==> config.mk <==
export PLATFORM = sky130hd
export DESIGN_NAME = mbrf_queue
export DESIGN_NICKNAME = d
export VERILOG_FILES = /design/src/mbrf_pkg.sv /design/src/mbrf_queue.sv
export SDC_FILE = /design/constraint.sdc
export NUM_CORES = 1
export LEC_CHECK = 0
export BUFFER_PORTS_ARGS = -buffer_cell sky130_fd_sc_hd__buf_2
export CAP_MARGIN = 0
export CORE_UTILIZATION = 25
export CTS_CLUSTER_SIZE = 28
export DETAILED_ROUTE_END_ITERATION = 8
export PLACE_DENSITY_LB_ADDON = 0.2
export SETUP_SLACK_MARGIN = 0.3
export SLEW_MARGIN = 20
export SYNTH_ARGS = -nofsm -noshare
export SYNTH_HDL_FRONTEND = slang
export SYNTH_SLANG_ARGS = --single-unit
==> constraint.sdc <==
create_clock -name clk -period 6.2 [get_ports clk]
set_input_delay 1.24 -clock clk [delete_from_list [all_inputs] [get_ports clk]]
set_output_delay 1.24 -clock clk [all_outputs]
set_load 0.05 [all_outputs]
==> src/mbrf_pkg.sv <==
// Shared types and constants for the multichannel block ring FIFO.
// No dependencies; every other file of the block imports this package.
package mbrf_pkg;

    localparam int LEN_W    = 10;
    localparam int SAMPLE_W = 64;

    // Request direction codes carried in the func field
    localparam logic FUNC_PUSH = 1'b0;
    localparam logic FUNC_PULL = 1'b1;

    // Descriptor queue between the front and the back
    localparam int QUEUE_DEPTH = 4;
    localparam int QPTR_W      = $clog2(QUEUE_DEPTH);

    // Per-request control that travels with the slot address and frame data
    typedef struct packed {
        logic             is_pull;
        logic             ok;
        logic             block_end;
        logic [LEN_W-1:0] avail_read;
        logic [LEN_W-1:0] avail_write;
    } mbrf_ctrl_t;

endpackage

==> src/mbrf_queue.sv <==
// Short in-order descriptor queue between the front and back ends.
// Depends on mbrf_pkg for the control struct and depth constants.
module mbrf_queue #(
    parameter int PW = 10,
    parameter int LW = 128
) (
    input  logic                 clk,
    input  logic                 rst_n,
    input  logic                 push,
    input  mbrf_pkg::mbrf_ctrl_t push_ctrl,
    input  logic [PW-1:0]        push_addr,
    input  logic [LW-1:0]        push_data,
    output logic                 full,
    input  logic                 pop,
    output logic                 empty,
    output mbrf_pkg::mbrf_ctrl_t head_ctrl,
    output logic [PW-1:0]        head_addr,
    output logic [LW-1:0]        head_data
);
    import mbrf_pkg::*;

    mbrf_ctrl_t        ctrl_q [QUEUE_DEPTH];
    logic [PW-1:0]     addr_q [QUEUE_DEPTH];
    logic [LW-1:0]     data_q [QUEUE_DEPTH];
    logic [QPTR_W-1:0] wr_ptr_reg, wr_ptr_next, rd_ptr_reg, rd_ptr_next;
    logic [QPTR_W:0]   count_reg, count_next;

    assign full  = (count_reg == (QPTR_W + 1)'(QUEUE_DEPTH));
    assign empty = (count_reg == '0);

    assign head_ctrl = ctrl_q[rd_ptr_reg];
    assign head_addr = addr_q[rd_ptr_reg];
    assign head_data = data_q[rd_ptr_reg];

    always_comb
    begin
        wr_ptr_next = push ? wr_ptr_reg + 1'b1 : wr_ptr_reg;
        rd_ptr_next = pop  ? rd_ptr_reg + 1'b1 : rd_ptr_reg;
        count_next  = count_reg + (QPTR_W + 1)'(push) - (QPTR_W + 1)'(pop);
    end

    always_ff @(posedge clk)
    begin
        if (push)
        begin
            ctrl_q[wr_ptr_reg] <= push_ctrl;
            addr_q[wr_ptr_reg] <= push_addr;
            data_q[wr_ptr_reg] <= push_data;
        end
    end

    always_ff @(posedge clk or negedge rst_n)
    begin
        if (!rst_n)
        begin
            wr_ptr_reg <= '0;
            rd_ptr_reg <= '0;
            count_reg  <= '0;
        end
        else
        begin
            wr_ptr_reg <= wr_ptr_next;
            rd_ptr_reg <= rd_ptr_next;
            count_reg  <= count_next;
        end
    end

endmodule

# == Yosys cells after proc, flatten, opt, wreduce, memory -nomap -nowiden ==
# Memory sizes are Yosys's and may differ from the RTL's.
# Cells that the tools add are included.
# word_totals
ff_bits,7
mem_bits_rw,644
input_bits,165
output_inout_bits,163
word_cells,14
mem_count,3
# mem_list
memory,words,word_bits,read_ports,rd_ports_with_merged_regs,wr,line,rtl
data_q,4,128,1,0,1,mbrf_queue.sv:24,logic [LW-1:0] data_q [QUEUE_DEPTH];
ctrl_q,4,23,1,0,1,mbrf_queue.sv:22,mbrf_ctrl_t ctrl_q [QUEUE_DEPTH];
addr_q,4,10,1,0,1,mbrf_queue.sv:23,logic [PW-1:0] addr_q [QUEUE_DEPTH];
# classes
addsub,4
eq_ne,1
n_mux,2
n_reduce_logical,1
# ops
cell,n
$add 2x1->2 const B,2
$add 3x1->3,1
$eq 3x3->1 const B,1
$logic_not 3->1,1
$sub 3x1->3,1
$mux 1,2

# == Longest topological paths before layout ==
# logic_depth
ltp_word,2
depth_mapped,7
ltp_nobuf,7

# == Worst setup path before layout ==
# Ideal clock, no wire load.
# synth_timing
kind,input to register
startpoint,in push
endpoint,"mem addr_q[0][0], enable pin"
setup_ns,0.540
arrival_time_ns,4.908
t_required_ns,5.660
path_slack_ns,0.752
path_stages,1
path_buffers,0
cell_sequence,and2_1
# synth_via
elab_chain_len,2
# synth_lines
element,line,rtl
start: declaration,mbrf_queue.sv:9,"input logic push,"
$mux 1,mbrf_queue.sv:44,if (push)
$mux 1 (not written as such),mbrf_queue.sv:47,addr_q[wr_ptr_reg] <= push_addr;
end: declaration,mbrf_queue.sv:23,
# Every way passes these cells.

# == Worst setup path in the final report ==
# layout_timing
startpoint,reg rd_ptr_reg[0]
endpoint,out head_data[80]
# layout_via
elab_chain_len,1
# layout_lines
element,line,rtl
start: declaration,mbrf_queue.sv:25,"logic [QPTR_W-1:0] wr_ptr_reg, wr_ptr_next, rd_ptr_reg, rd_ptr_next;"
start signal: assignment,mbrf_queue.sv:63,rd_ptr_reg <= rd_ptr_next;
$mem_v2 4x128,n/a,
end: declaration,mbrf_queue.sv:18,output logic [LW-1:0] head_data
# Every way passes these cells.

==> impl_metrics.json <==
{
  "post_synth_xor_area_fraction_pct": 0.1857,
  "vias_per_cell": 4.056,
  "die_w_um": 309.1,
  "firstDrtPassIters": 4,
  "final_common_cell": "edfxtp_1",
  "final-setup-viol-count": 0,
  "tritoncts": "built",
  "cts_resized": 0,
  "cp_slowest_cell": "dfrtp_4",
  "synthToLayoutAreaGrowth_pct": 23.80,
  "ant_nets": 0,
  "setup_tns_ns": 0,
  "postCtsSetupBuffers": 0,
  "post_route_cells_drive_above_1_share_pct": 46.35,
  "power_mw": 16.26,
  "detailroute.via_count": 10430,
  "total_leakage_power_nw": 9.698,
  "area_of_the_multi_input_gates_um2": 3824,
  "synth_top_family_by_area": "multiplexers",
  "yosys-mux-area-fraction_pct": 15.38,
  "worstSetupEndpointType": "output pin",
  "placedInstanceArea_um2": 26830,
  "synth_simple_gate_area_share_pct": 0.1857,
  "largest_register_ffs": 512,
  "synth_adder_area_share_pct": 0.4033,
  "synthCells": 875,
  "fillers": 9102,
  "max-slew-margin-rel_pct": 34.63,
  "first_global_vias": 11610,
  "maxSlewViolCount": 0,
  "syn-mean-instance-area_um2": 26.95,
  "detailedRoute.firstIterationViolations": 614,
  "stdcell_area_um2": 29190,
  "placeableCoreArea_um2": 93330,
  "grt_antenna_before_repair": 8,
  "gp_routability_congestion": 0.6606,
  "hpwl_um": 31150,
  "synth_warnings": 0,
  "clock_tree.root_cell": "clkbuf_16",
  "clockBufferDepth": 3,
  "numCtsBuffers": 77,
  "initial_utilization_pct": 25.27,
  "globalRouteOverflowTotal": 0,
  "min-delay-path-class": "primary input to asynchronous set/reset pin",
  "maximum_number_of_pins_on_one_net_before_global_route_repair": 71,
  "startpoint_class": "register",
  "timing.critical_path.fanout_max": 42,
  "synth_cell_types": 18,
  "finalHoldWorstSlack_ns": 0.4306,
  "fp.dieArea_um2": 95550,
  "route.detailed.drc": 0,
  "ys_seq_area_share_pct": 82.75,
  "clk_pin_slew_worst_paths_ns": 0.06,
  "nNetsFinal": 1433,
  "dieHeight_um": 309.1,
  "synth_seq_cells": 651,
  "peakVddDrop_mv": 0.4926,
  "clkSinkCount": 651,
  "sequential_cell_area_um2": 19520,
  "wire_length_of_the_first_global_routing_pass_um": 76520,
  "avgRoutedWirePerCell_um": 20.55,
  "maxClockFrequency_mhz": 235.0,
  "worst_skew_pair.late_latency_ns": 0.63,
  "grt_setup_unrepaired": "false",
  "clock_skew_ns": 0.02510,
  "groute.usage.overall_pct": 11.12,
  "compound_cell_area_share_of_the_yosys_netlist_pct": 0.02122,
  "tightestPinTransition_ns": 0.9805,
  "cp.required_ns": 4.96,
  "crit_buf_inv": 2,
  "largest_register": "data_q",
  "io_buffer_count": 327,
  "post_synth_net_total": 1047,
  "timing_worst_setup_path_type": "register to output pin",
  "crit_chain": "buf_4 -> mux4_2 -> buf_2",
  "ctsHoldBuffers": 0,
  "largestRegisters": "data_q (512), ctrl_q (92), addr_q (40)",
  "cts_max_level": 3,
  "min_period_over_period_pct": 68.64,
  "utilization_pct": 31.28,
  "mostFrequentLayoutCells": "edfxtp_1, buf_2, mux4_2, clkbuf_16",
  "pin_count": 328,
  "placementRows": 112,
  "p_per_area_nw_per_um2": 557.0,
  "critPathMaxStageDelay_ns": 1.06,
  "critPathTopFamily": "flip-flops",
  "hold_viol_final": 0,
  "status": "finished clean",
  "wirelength_um": 52830,
  "layout_min_cycle_time_ns": 4.256,
  "synthesis.area_um2": 23580,
  "cap_viol_max_count": 0,
  "worst-endpoint-arrival_ns": 3.02
}
stage by stage:
stage	setup WS, ns	std cells
after floorplan	0.7520	875
after global placement	2.450	2436
after detailed placement	2.453	2436
after CTS	1.737	2570
after global routing	1.632	2571
final	1.944	2571
area by class of cell:
cell class              count  area share [%]
flip-flops and latches    651           66.87
multi-input cells         182           13.10
clock buffers              96           6.990
repair buffers            343           6.489
well taps                1254           5.375
clock inverters            38           1.093
inverters                   6         0.07715
diodes                      1        0.008572
kinds of logic (layout without fill, tap and decap cells):
kind of cell             Yosys count  after routing
AO/OA/AOI/OAI                      1              1
XOR/XNOR                           5              5
adder cells (fa/ha/maj)            7              7
buffers and inverters             42            483
flip-flops                       651            651
multiplexers                     161            161
other                              0              1
AND/OR/NAND/NOR                    8              8
where the power goes:
part / internal [mW] / switching, mW / leakage [nW]
Clock: 2.53 / 1.71 / 1.14
Combinational: 1.73 / 4.21 / 2.56
Sequential: 5.75 / 0.327 / 6.00
final timing paths:
| path | slack, ns | cells after the start | start | end |
|---|---|---|---|---|
| max | 1.94 | 3 | rd_ptr_reg[0] | head_data[80] |
| min in group clk | 0.53 | 1 | wr_ptr_reg[0] | wr_ptr_reg[0] |
| min | 0.43 | 1 | rst_n | count_reg[2] |
| max in group asynchronous | 5.59 | 1 | rst_n | rd_ptr_reg[1] |
| max reg2reg | 3.75 | 4 | wr_ptr_reg[0] | data_q[0][67] |
| min reg2reg | 0.53 | 1 | wr_ptr_reg[0] | wr_ptr_reg[0] |
cell usage after synthesis:
cell | count | area share, %
and2_1 | 4 | 0.11
dfrtp_1 | 7 | 0.74
and3_1 | 1 | 0.027
buf_6 | 9 | 0.43
inv_1 | 6 | 0.096
fa_1 | 1 | 0.085
nor3_1 | 1 | 0.021
xnor2_1 | 3 | 0.11
edfxtp_1 | 644 | 82
xor2_1 | 2 | 0.074
mux4_2 | 161 | 15
nand2_1 | 2 | 0.032
buf_1 | 2 | 0.032
o21ai_0 | 1 | 0.021
ha_1 | 6 | 0.32
buf_4 | 1 | 0.032
clkbuf_1 | 5 | 0.080
buf_2 | 19 | 0.40
layer usage:
layer / vias up / wire [um] / track usage (%)
li1: 4592 / - / -
met1: 5470 / 20540 / 12.80
met2: 253 / 27750 / 19.24
met3: 101 / 3129 / 3.542
met4: 12 / 1318 / 4.156
met5: - / 87 / 0
No activity file was read; power rests on OpenSTA's default activity.
