## src/mbrf_pkg.sv

```systemverilog
// Shared types and constants for the multichannel block ring FIFO.
// No dependencies; every other file of the block imports this package.
package mbrf_pkg;

    localparam int LEN_W    = 10;
    localparam int SAMPLE_W = 64;

    // Request direction codes carried in the func field
    localparam logic FUNC_PUSH = 1'b0;
    localparam logic FUNC_PULL = 1'b1;

    // Descriptor queue between the front and the back
    localparam int QUEUE_DEPTH = 4;
    localparam int QPTR_W      = $clog2(QUEUE_DEPTH);

    // Per-request control that travels with the slot address and frame data
    typedef struct packed {
        logic             is_pull;
        logic             ok;
        logic             block_end;
        logic [LEN_W-1:0] avail_read;
        logic [LEN_W-1:0] avail_write;
    } mbrf_ctrl_t;

endpackage

```

## src/mbrf_req_if.sv

```systemverilog
// Request channel: valid/ready handshake plus one frame request.
// Depends on mbrf_pkg for field widths.
interface mbrf_req_if;
    import mbrf_pkg::*;

    logic                valid;
    logic                ready;
    logic                func;
    logic                start_block;
    logic [LEN_W-1:0]    block_len;
    logic [SAMPLE_W-1:0] sample_ch0;
    logic [SAMPLE_W-1:0] sample_ch1;

    modport source (
        output valid, func, start_block, block_len, sample_ch0, sample_ch1,
        input  ready
    );
    modport sink (
        input  valid, func, start_block, block_len, sample_ch0, sample_ch1,
        output ready
    );
endinterface

```

## src/mbrf_front.sv

```systemverilog
// Front end: accepts requests, tracks push/pull blocks, pointers and fill count.
// Depends on mbrf_pkg and mbrf_req_if; feeds descriptors to mbrf_queue.
module mbrf_front #(
    parameter int SLOTS = 1024,
    parameter int PW    = 10,
    parameter int LW    = 128
) (
    input  logic                clk,
    input  logic                rst_n,
    mbrf_req_if.sink            req,
    input  logic                q_full,
    output logic                q_push,
    output mbrf_pkg::mbrf_ctrl_t q_ctrl,
    output logic [PW-1:0]       q_addr,
    output logic [LW-1:0]       q_data
);
    import mbrf_pkg::*;

    localparam int XW = ((PW > LEN_W) ? PW : LEN_W) + 1;
    localparam logic [XW-1:0] SLOTS_X = XW'(SLOTS);
    localparam logic [XW-1:0] CAP_X   = XW'(SLOTS - 1);

    logic [PW-1:0]    rp_reg, rp_next, wp_reg, wp_next, cnt_reg, cnt_next;
    logic             push_open_reg, push_open_next, pull_open_reg, pull_open_next;
    logic             push_adm_reg, push_adm_next, pull_adm_reg, pull_adm_next;
    logic [LEN_W-1:0] push_rem_reg, push_rem_next, pull_rem_reg, pull_rem_next;
    logic [LEN_W-1:0] push_off_reg, push_off_next, pull_off_reg, pull_off_next;

    logic             accept, is_pull;
    logic             eff_open, eff_adm, new_open, new_adm;
    logic [LEN_W-1:0] eff_rem, eff_off, new_rem, new_off, off_inc, rem_dec;
    logic             ok, bend, commit;
    logic [XW-1:0]    base_x, avail_x, len_x, slot_sum, cmt_sum, cnt_x, cnt_sum;
    logic [PW-1:0]    slot, cmt_ptr;

    assign accept  = req.valid & req.ready;
    assign is_pull = (req.func == FUNC_PULL);
    assign req.ready = ~q_full;

    // Block bookkeeping for the direction of the current request
    always_comb
    begin
        eff_open = is_pull ? pull_open_reg : push_open_reg;
        eff_adm  = is_pull ? pull_adm_reg  : push_adm_reg;
        eff_rem  = is_pull ? pull_rem_reg  : push_rem_reg;
        eff_off  = is_pull ? pull_off_reg  : push_off_reg;
        base_x   = XW'(is_pull ? rp_reg : wp_reg);
        cnt_x    = XW'(cnt_reg);
        avail_x  = is_pull ? cnt_x : (CAP_X - cnt_x);
        len_x    = XW'(req.block_len);
        bend     = 1'b0;
        ok       = 1'b0;
        commit   = 1'b0;
        if (req.start_block)
        begin
            eff_open = 1'b0;
            if (req.block_len == '0)
            begin
                bend = 1'b1;
            end
            else
            begin
                eff_open = 1'b1;
                eff_adm  = (avail_x >= len_x);
                eff_rem  = req.block_len;
                eff_off  = '0;
            end
        end
        off_inc  = eff_off + 1'b1;
        rem_dec  = eff_rem - 1'b1;
        new_open = eff_open;
        new_adm  = eff_adm;
        new_rem  = eff_rem;
        new_off  = eff_off;
        if (eff_open)
        begin
            ok      = eff_adm;
            new_off = off_inc;
            new_rem = rem_dec;
            if (rem_dec == '0)
            begin
                bend     = 1'b1;
                commit   = eff_adm;
                new_open = 1'b0;
                new_adm  = 1'b0;
                new_off  = '0;
            end
        end
    end

    // Slot of this frame and pointer after commit, both wrapped once
    always_comb
    begin
        slot_sum = base_x + XW'(eff_off);
        if (slot_sum >= SLOTS_X)
        begin
            slot_sum = slot_sum - SLOTS_X;
        end
        slot = slot_sum[PW-1:0];
        cmt_sum = base_x + XW'(off_inc);
        if (cmt_sum >= SLOTS_X)
        begin
            cmt_sum = cmt_sum - SLOTS_X;
        end
        cmt_ptr = cmt_sum[PW-1:0];
    end

    // Register next values
    always_comb
    begin
        rp_next        = rp_reg;
        wp_next        = wp_reg;
        cnt_next       = cnt_reg;
        push_open_next = push_open_reg;
        push_adm_next  = push_adm_reg;
        push_rem_next  = push_rem_reg;
        push_off_next  = push_off_reg;
        pull_open_next = pull_open_reg;
        pull_adm_next  = pull_adm_reg;
        pull_rem_next  = pull_rem_reg;
        pull_off_next  = pull_off_reg;
        cnt_sum        = is_pull ? (cnt_x - XW'(off_inc)) : (cnt_x + XW'(off_inc));
        if (accept)
        begin
            if (is_pull)
            begin
                pull_open_next = new_open;
                pull_adm_next  = new_adm;
                pull_rem_next  = new_rem;
                pull_off_next  = new_off;
                if (commit)
                begin
                    rp_next = cmt_ptr;
                end
            end
            else
            begin
                push_open_next = new_open;
                push_adm_next  = new_adm;
                push_rem_next  = new_rem;
                push_off_next  = new_off;
                if (commit)
                begin
                    wp_next = cmt_ptr;
                end
            end
            if (commit)
            begin
                cnt_next = cnt_sum[PW-1:0];
            end
        end
    end

    always_ff @(posedge clk or negedge rst_n)
    begin
        if (!rst_n)
        begin
            rp_reg        <= '0;
            wp_reg        <= '0;
            cnt_reg       <= '0;
            push_open_reg <= 1'b0;
            push_adm_reg  <= 1'b0;
            push_rem_reg  <= '0;
            push_off_reg  <= '0;
            pull_open_reg <= 1'b0;
            pull_adm_reg  <= 1'b0;
            pull_rem_reg  <= '0;
            pull_off_reg  <= '0;
        end
        else
        begin
            rp_reg        <= rp_next;
            wp_reg        <= wp_next;
            cnt_reg       <= cnt_next;
            push_open_reg <= push_open_next;
            push_adm_reg  <= push_adm_next;
            push_rem_reg  <= push_rem_next;
            push_off_reg  <= push_off_next;
            pull_open_reg <= pull_open_next;
            pull_adm_reg  <= pull_adm_next;
            pull_rem_reg  <= pull_rem_next;
            pull_off_reg  <= pull_off_next;
        end
    end

    // Descriptor toward the back end; counts reflect state after this request
    logic [XW-1:0] cnt_after_x, free_after_x;
    assign cnt_after_x  = XW'(cnt_next);
    assign free_after_x = CAP_X - cnt_after_x;

    assign q_push              = accept;
    assign q_addr              = slot;
    assign q_ctrl.is_pull      = is_pull;
    assign q_ctrl.ok           = ok;
    assign q_ctrl.block_end    = bend;
    assign q_ctrl.avail_read   = cnt_after_x[LEN_W-1:0];
    assign q_ctrl.avail_write  = free_after_x[LEN_W-1:0];

    generate
        if (LW > SAMPLE_W)
        begin : g_two_lanes
            assign q_data = {req.sample_ch1, req.sample_ch0};
        end
        else
        begin : g_one_lane
            assign q_data = req.sample_ch0;
        end
    endgenerate

endmodule

```

## src/flat_wrapper.sv

```systemverilog
// flat-port wrapper written by rule: the top's interface ports become plain ports
module mbrf_front_flat import mbrf_pkg::*;
#(
    parameter int SLOTS = 1024,
    parameter int PW    = 10,
    parameter int LW    = 128
)
  (clk, rst_n, q_full, q_push, q_ctrl, q_addr, q_data, req_valid, req_func, req_start_block, req_block_len, req_sample_ch0, req_sample_ch1, req_ready);
  mbrf_req_if req_i ();
  input  logic clk;
  input  logic rst_n;
  input  logic q_full;
  output logic q_push;
  output mbrf_pkg::mbrf_ctrl_t q_ctrl;
  output logic [PW-1:0] q_addr;
  output logic [LW-1:0] q_data;
  input wire logic [$bits(req_i.valid)-1:0] req_valid;
  input wire logic [$bits(req_i.func)-1:0] req_func;
  input wire logic [$bits(req_i.start_block)-1:0] req_start_block;
  input wire logic [$bits(req_i.block_len)-1:0] req_block_len;
  input wire logic [$bits(req_i.sample_ch0)-1:0] req_sample_ch0;
  input wire logic [$bits(req_i.sample_ch1)-1:0] req_sample_ch1;
  output wire logic [$bits(req_i.ready)-1:0] req_ready;
  assign req_i.valid = req_valid;
  assign req_i.func = req_func;
  assign req_i.start_block = req_start_block;
  assign req_i.block_len = req_block_len;
  assign req_i.sample_ch0 = req_sample_ch0;
  assign req_i.sample_ch1 = req_sample_ch1;
  assign req_ready = req_i.ready;
  mbrf_front #(.SLOTS(SLOTS), .PW(PW), .LW(LW)) u_core (.clk(clk), .rst_n(rst_n), .req(req_i), .q_full(q_full), .q_push(q_push), .q_ctrl(q_ctrl), .q_addr(q_addr), .q_data(q_data));
endmodule
```

## config.mk

```make
export PLATFORM = sky130hd
export DESIGN_NAME = mbrf_front_flat
export DESIGN_NICKNAME = d
export VERILOG_FILES = /design/src/mbrf_pkg.sv /design/src/mbrf_req_if.sv /design/src/mbrf_front.sv /design/src/flat_wrapper.sv
export SDC_FILE = /design/constraint.sdc
export NUM_CORES = 1
export LEC_CHECK = 0
export BUFFER_PORTS_ARGS = -buffer_cell sky130_fd_sc_hd__buf_2
export CAP_MARGIN = 20
export CORE_UTILIZATION = 48
export CTS_CLUSTER_DIAMETER = 50
export DETAILED_ROUTE_END_ITERATION = 10
export PLACE_DENSITY = 0.82
export SKIP_LAST_GASP = 1
export SLEW_MARGIN = 5
export SYNTH_ARGS = -nofsm -noshare
export SYNTH_HDL_FRONTEND = slang
export SYNTH_SLANG_ARGS = --single-unit
```

## constraint.sdc

```tcl
create_clock -name clk -period 7.75 [get_ports clk]
set_input_delay 0.775 -clock clk [delete_from_list [all_inputs] [get_ports clk]]
set_output_delay 0.775 -clock clk [all_outputs]
set_load 0.005 [all_outputs]
```

# Yosys cells after proc, flatten, opt, wreduce, memory -nomap -nowiden
# Index checks and enable logic that the tools add are counted.
# totals
inputBits	144
word_cells	66
reg_bits	74
# classes
muxes	33
reduce_logical	6
n_lt_le_gt_ge	3
n_bitwise	3
addsub	10
# ops
operator	n
10-bit 2-to-1 mux	15
10-bit by 1-bit subtractor with 10-bit output (second input constant)	3
10-bit by 10-bit adder with 11-bit output	2
11-bit greater-or-equal comparator (second input constant)	2
10-bit logical NOT	2
1-bit 2-to-1 mux	17
11-bit by 10-bit greater-or-equal comparator with 1-bit output	1
11-bit 2-to-1 mux	1
10-bit by 10-bit subtractor with 11-bit output (first input constant)	1
10-bit by 1-bit adder with 10-bit output (second input constant)	1
10-bit adder	1
10-bit subtractor	1
10-bit subtractor (first input constant)	1
3-bit AND reduction	2
2-bit AND reduction	2
1-bit NOT	2
1-bit bitwise AND	1

# Depth between registers and ports, before layout
# Gate-level depths: netlist of the first run.
# logic_depth
word_depth	10
depth_mapped	21
mapped_depth_nobuf	19

# Worst setup path before layout of the first run
# No wires, ideal clock.
# synth_path
path_kind	input port to output port
from	in req_func
to	out q_ctrl[19] in the netlist's numbering
required_ns	6.975
arrival_ns	5.211
slack_ns	1.764
path_buffers	4
path_stages	21
path_cell_list	buf_1 clkbuf_1 buf_2 buf_1 mux2i_1 nor2_1 ha_1 o21ai_0 xnor2_1 a21oi_1 or4_1 and2_1 xnor2_1 ha_1 o21a_1 o21ai_0 nand2b_1 a31oi_1 xnor2_1 nand2_1 xnor2_1
# synth_rtl
element	line	text
start, declared	flat_wrapper.sv:18	input wire logic [$bits(req_i.func)-1:0] req_func;
end, declared	flat_wrapper.sv:14	output mbrf_pkg::mbrf_ctrl_t q_ctrl;

==> impl_metrics.py, run 1 <==
metrics = {
    "timing": {
        "setup_slack_ns": 1.274,
        "finalHoldViolations": 0,
        "tns_ns": 0,
        "worst_pin_slew_ns": 0.9572,
        "post-route-period-util": 0.8356,
        "final-setup-viol-count": 0,
        "drv_slew": 0,
        "fmax_mhz": 154.4,
        "relSlewSlack": 0.3619,
        "whs_ns": 0.4699,
        "grt_setup_unrepaired": "false",
        "fin_crit_ns": 6.476,
        "fin_skew_ns": 0.006184,
    },
    "pwr": {
        "p_per_area_nw_per_um2": 180.8,
        "finalPower_mw": 1.139,
        "leakagePower_nw": 3.091,
        "ir_drop_uv": 109.9,
    },
    "cts": {
        "clockBufferDepth": 2,
        "clk_pin_slew_ns": 0.05,
        "clock_sinks": 74,
        "cts_tree": "yes",
        "post_cts_buffers": 0,
        "cts_root_buf": "clkbuf_16",
        "htree_levels": 3,
        "hold_buffers": 0,
        "cts_resized": 0,
        "cts_made_buffers": 9,
        "clock_latency_ns": 0.35,
    },
    "detailed_routing": {
        "routed_wl_um": 13550,
        "vias": 4640,
        "wl_per_cell_um": 16.21,
        "dr.pass1.iters": 5,
        "viasPerCell": 5.550,
        "drc": 0,
        "detail-route-antenna-nets": 0,
        "dr.first_iter.drc_count": 351,
    },
    "cells_and_area": {
        "instances_no_fill": 836,
        "finalCoreUtilization": 0.4737,
        "syn_to_final_growth_pct": -4.224,
        "insertedDiodeCount": 0,
        "fin_nets": 842,
        "drive_gt1_frac": 0.1939,
        "n_fill_cell": 1248,
        "final_area_um2": 6299,
    },
    "min_path": {
        "hold_class": "reg2reg",
    },
    "grt": {
        "grt_use_total": 0.2006,
        "grt_max_degree": 75,
        "grt_pass1_wl_um": 22500,
        "antenna_found_initial": 0,
        "grt_overflow": 0,
        "grt_pass1_vias": 4605,
    },
    "die": {
        "core.rowCount": 42,
        "core_area_um2": 13300,
        "die_area_um2": 14170,
        "chipHeight_um": 119.1,
        "chipWidth_um": 119.1,
        "boundaryPins": 307,
        "floorplan.initialDensity": 0.4946,
    },
    "synth": {
        "syn_area_per_cell_um2": 8.851,
        "synthFlopType": "dfrtp_1",
        "yosysMostFrequentCell": "buf_4",
        "synth_seq_cells": 74,
        "synth_area_leader_cell": "dfrtp_1",
        "synth_warnings": 0,
        "async_reset_ff_frac": 1.000,
        "synth_edf_count": 0,
        "synthTopCellsByCount": "buf_4 (132), dfrtp_1 (74), nand2_1 (74), o21ai_0 (61), xnor2_1 (46)",
        "yosysUniqueCellTypes": 58,
        "netlist_instances": 743,
        "synth_top_cell_area_share": 0.2816,
        "synth-seq-area-share": 0.2816,
        "syn-num-nets": 930,
        "synth_area_leaders": "dfrtp_1 (28%), buf_4 (15%), ha_1 (7.6%)",
        "synth_area_um2": 6576,
    },
    "place": {
        "gp_congestion": 0.9157,
        "post-dp-hpwl_um": 9955,
        "dp_slack_ns": 1.330,
        "place_area_um2": 6015,
        "placement.io_buffers": 50,
        "dp_cells": 820,
    },
    "critical_path": {
        "crit_required_ns": 6.97,
        "path_class": "in2out",
        "arrival_ns": 5.70,
        "cp_max_fo": 18,
        "end_kind": "output port",
        "critPathLaunchType": "input pin",
    },
    "outcome": {
        "status": "completed",
    },
    "run": {
        "drv_cap": 0,
    },
}
==> worst paths after layout <==
path,start,to,slack (ns),cells past startpoint
min,u_core.pull_rem_reg[6],u_core.pull_rem_reg[6],0.47,2
min reg2reg,u_core.pull_rem_reg[6],u_core.pull_rem_reg[6],0.47,2
max reg2reg,u_core.push_off_reg[0],u_core.cnt_reg[9],3.60,18
min in group asynchronous,rst_n,u_core.push_rem_reg[7],0.63,2
max in group asynchronous,rst_n,u_core.rp_reg[1],6.46,2
max,req_block_len[6],q_ctrl[19],1.27,21
==> per-layer routing <==
metal  share of wire  vias to the layer above  routed length [um]  track usage
met1            0.44                     2217                5898       0.2519
met5               0                        -                   0            0
li1                -                     2227                   -            -
met2            0.47                      157                6319       0.3172
met4           0.026                        0                 359      0.09098
met3           0.072                       39                 972      0.05843
==> power by group <==
group          total, mW  internal [mW]  switching (mW)  leakage, nW
clock              0.399          0.242           0.157        0.143
sequential         0.451          0.428          0.0230        0.981
combinational      0.289          0.119           0.169         1.97
total               1.14          0.789           0.349         3.09
==> critical path, cell delays in order <==
cell      delay [ns]
buf_2           0.11
or4_1           0.64
o41a_1          0.41
buf_4           0.21
nor2_1          0.29
ha_1            0.36
o21ai_0         0.16
xnor2_1         0.26
a21oi_1         0.12
or4_1           0.46
and2_1          0.19
xnor2_1         0.12
ha_1            0.32
o21a_1          0.13
o21ai_0         0.14
nand2b_1        0.11
a31oi_1         0.22
xnor2_1         0.14
nand2_1         0.14
xnor2_1         0.26
buf_2           0.15
==> layout by cell type, fill, tap and decap left out, types with 9 or more instances in the layout <==
cell type,n
mux2_2,39
o21ai_0,60
ha_1,40
dfrtp_1,74
nor3_1,12
a21oi_1,34
buf_2,50
clkbuf_16,9
a21o_1,10
xor2_1,15
nor2_1,26
inv_1,41
mux2i_1,22
nand2_1,74
xnor2_1,46
==> logic make-up (layout without fill, tap and decap cells) <==
group | count (synthesis) | count (layout) | synth area share
buf+inv | 198 | 115 | 0.1889
simple gates | 164 | 164 | 0.1246
compound gates | 139 | 139 | 0.1317
flops | 74 | 74 | 0.2816
mux | 63 | 63 | 0.1043
xor+xnor | 62 | 62 | 0.08372
fa+ha+maj | 43 | 43 | 0.08524
==> final cells by class <==
| class | instances | area [um^2] | area share |
|---|---|---|---|
| Multi-Input combinational cell | 471 | 3482 | 0.5528 |
| Clock inverter | 2 | 10.01 | 0.001589 |
| Timing Repair Buffer | 57 | 302.8 | 0.04807 |
| Clock buffer | 14 | 274.0 | 0.04350 |
| Tap cell | 176 | 220.2 | 0.03496 |
| Sequential cell | 74 | 1852 | 0.2940 |
| Inverter | 42 | 157.7 | 0.02503 |
Power figures use the tool's default switching activity.
==> run 2, diff against run 1 <==
Clock period 7.75 ns to 6.6 ns, I/O delays scaled along.
==> impl_metrics.py, run 2 (synthesized netlist as in run 1, its figures left out) <==
metrics = {
    "detailed_routing": {
        "dr.pass1.iters": 5,
        "wl_per_cell_um": 16.25,
        "drc": 0,
        "dr.first_iter.drc_count": 406,
        "viasPerCell": 5.599,
        "vias": 4686,
        "routed_wl_um": 13600,
        "detail-route-antenna-nets": 0,
    },
    "min_path": {
        "whs_path_depth": 2,
        "hold_class": "reg2reg",
        "hp-start": "u_core.push_off_reg[7]",
    },
    "pwr": {
        "p_per_area_nw_per_um2": 214.6,
        "ir_drop_uv": 165.0,
        "finalPower_mw": 1.357,
        "leakagePower_nw": 3.100,
    },
    "cts": {
        "clockBufferDepth": 2,
        "cts_resized": 0,
        "htree_levels": 3,
        "clk_pin_slew_ns": 0.05,
        "hold_buffers": 0,
        "clock_latency_ns": 0.34,
        "cts_made_buffers": 9,
        "cts_root_buf": "clkbuf_16",
        "post_cts_buffers": 0,
        "clock_sinks": 74,
        "cts_tree": "yes",
    },
    "critical_path": {
        "arrival_ns": 5.35,
        "setup.worst_path.start": "req_block_len[6]",
        "path_class": "in2out",
        "path_cells": "buf_2 -> or4_1 -> o41ai_4 -> nand2b_2 -> inv_1 -> ha_1 -> o21ai_0 -> xnor2_1 -> a21oi_1 -> or4_1 -> and2_1 -> xnor2_1 -> ha_1 -> o21a_1 -> o21ai_0 -> nand2b_1 -> a31oi_1 -> xnor2_1 -> nand2_1 -> xnor2_1 -> buf_2",
        "cp_top_family": "simple AND/OR/NAND/NOR gates",
        "ff2ff_setup_slack_ns": 2.44,
        "crit_buf_inv": 3,
        "crit_required_ns": 5.94,
        "slowest_delay_ns": 0.67,
        "r2r_start": "u_core.pull_off_reg[0]",
        "crit_top_cell": "xnor2_1",
        "critPathLaunchType": "input pin",
        "reg2reg_to": "u_core.cnt_reg[9]",
        "r2r_cells": 18,
        "cp_max_fo": 8,
        "end_kind": "output port",
        "critPathSlowestCell": "or4_1",
        "cp-endpoint": "q_ctrl[19]",
        "cp.depth": 21,
    },
    "die": {
        "die_area_um2": 14170,
        "boundaryPins": 307,
        "floorplan.initialDensity": 0.4946,
        "chipWidth_um": 119.1,
        "core.rowCount": 42,
        "core_area_um2": 13300,
        "chipHeight_um": 119.1,
    },
    "cells_and_area": {
        "layout_common_cells": "nand2_1 (74), dfrtp_1 (74), o21ai_0 (60), buf_2 (50), xnor2_1 (46)",
        "finalCoreUtilization": 0.4756,
        "drive_gt1_frac": 0.1982,
        "insertedDiodeCount": 0,
        "instances_no_fill": 837,
        "fin_nets": 844,
        "syn_to_final_growth_pct": -3.843,
    },
    "timing": {
        "fin_skew_ns": 0.006159,
        "final-setup-viol-count": 0,
        "tns_ns": 0,
        "grt_setup_unrepaired": "false",
        "post-route-period-util": 0.9103,
        "fmax_mhz": 166.4,
        "relSlewSlack": 0.3764,
        "finalHoldViolations": 0,
        "drv_slew": 0,
        "fin_crit_ns": 6.008,
        "setup_slack_ns": 0.5921,
        "worst_pin_slew_ns": 0.9355,
    },
    "grt": {
        "grt_use_total": 0.1958,
        "grt_pass1_wl_um": 22000,
        "grt_overflow": 0,
        "grt_pass1_vias": 4458,
        "grt_max_degree": 75,
        "antenna_found_initial": 0,
    },
    "place": {
        "dp_cells": 822,
        "dp_slack_ns": 0.6534,
        "placement.io_buffers": 50,
        "post-dp-hpwl_um": 10090,
        "gp_congestion": 0.9037,
    },
    "outcome": {
        "status": "completed",
    },
    "run": {
        "drv_cap": 0,
    },
}
-- run 2: per-layer routing --
layer,vias up,track usage,wire (um)
li1,2224,-,-
met1,2223,0.2498,5926
met2,201,0.3100,6274
met3,38,0.05508,1107
met4,0,0.08149,292
met5,-,0,0
-- run 2: per-stage QoR --
stage               area, um^2  hold slack, ns
floorplan                 6576          0.3644
global placement          6030          0.4558
detailed placement        6030          0.4619
CTS                       6324          0.4777
global route              6324          0.4961
finish                    6324          0.4736
-- run 2: layout make-up --
| class | count | area [um^2] |
|---|---|---|
| Multi-Input combinational cell | 471 | 3482 |
| Fill cell | 1203 | 6972 |
| Clock buffer | 10 | 239.0 |
| Timing Repair Buffer | 59 | 317.8 |
| Clock inverter | 5 | 55.05 |
| Tap cell | 176 | 220.2 |
| Inverter | 42 | 157.7 |
| Sequential cell | 74 | 1852 |
-- run 2: where the power goes --
part           switching [mW]  internal (mW)  leakage, nW
clock network           0.189          0.299        0.140
logic                   0.197          0.142         1.98
registers              0.0277          0.502        0.981
-- run 2: worst reg2reg max path: stages, from the launching register on --
cell and delay [ns]:
dfrtp_1 0.37, mux2i_1 0.35, nand2b_2 0.25, inv_1 0.12, ha_1 0.30, o21ai_0 0.13
xnor2_1 0.19, a21oi_1 0.11, or4_1 0.46, and2_1 0.20, xnor2_1 0.13, ha_1 0.32
o21a_1 0.13, o21ai_0 0.16, nand2b_1 0.11, a31oi_1 0.24, xnor2_1 0.14, nand2_1 0.14
xnor2_1 0.21
-- run 2: how the worst min path moves through the flow --
stage,endpoint
final,u_core.push_off_reg[7]
after global routing,u_core.push_open_reg
after CTS,u_core.push_open_reg
after detailed placement,u_core.push_open_reg
after global placement,u_core.pull_rem_reg[6]
after floorplan,u_core.cnt_reg[0]
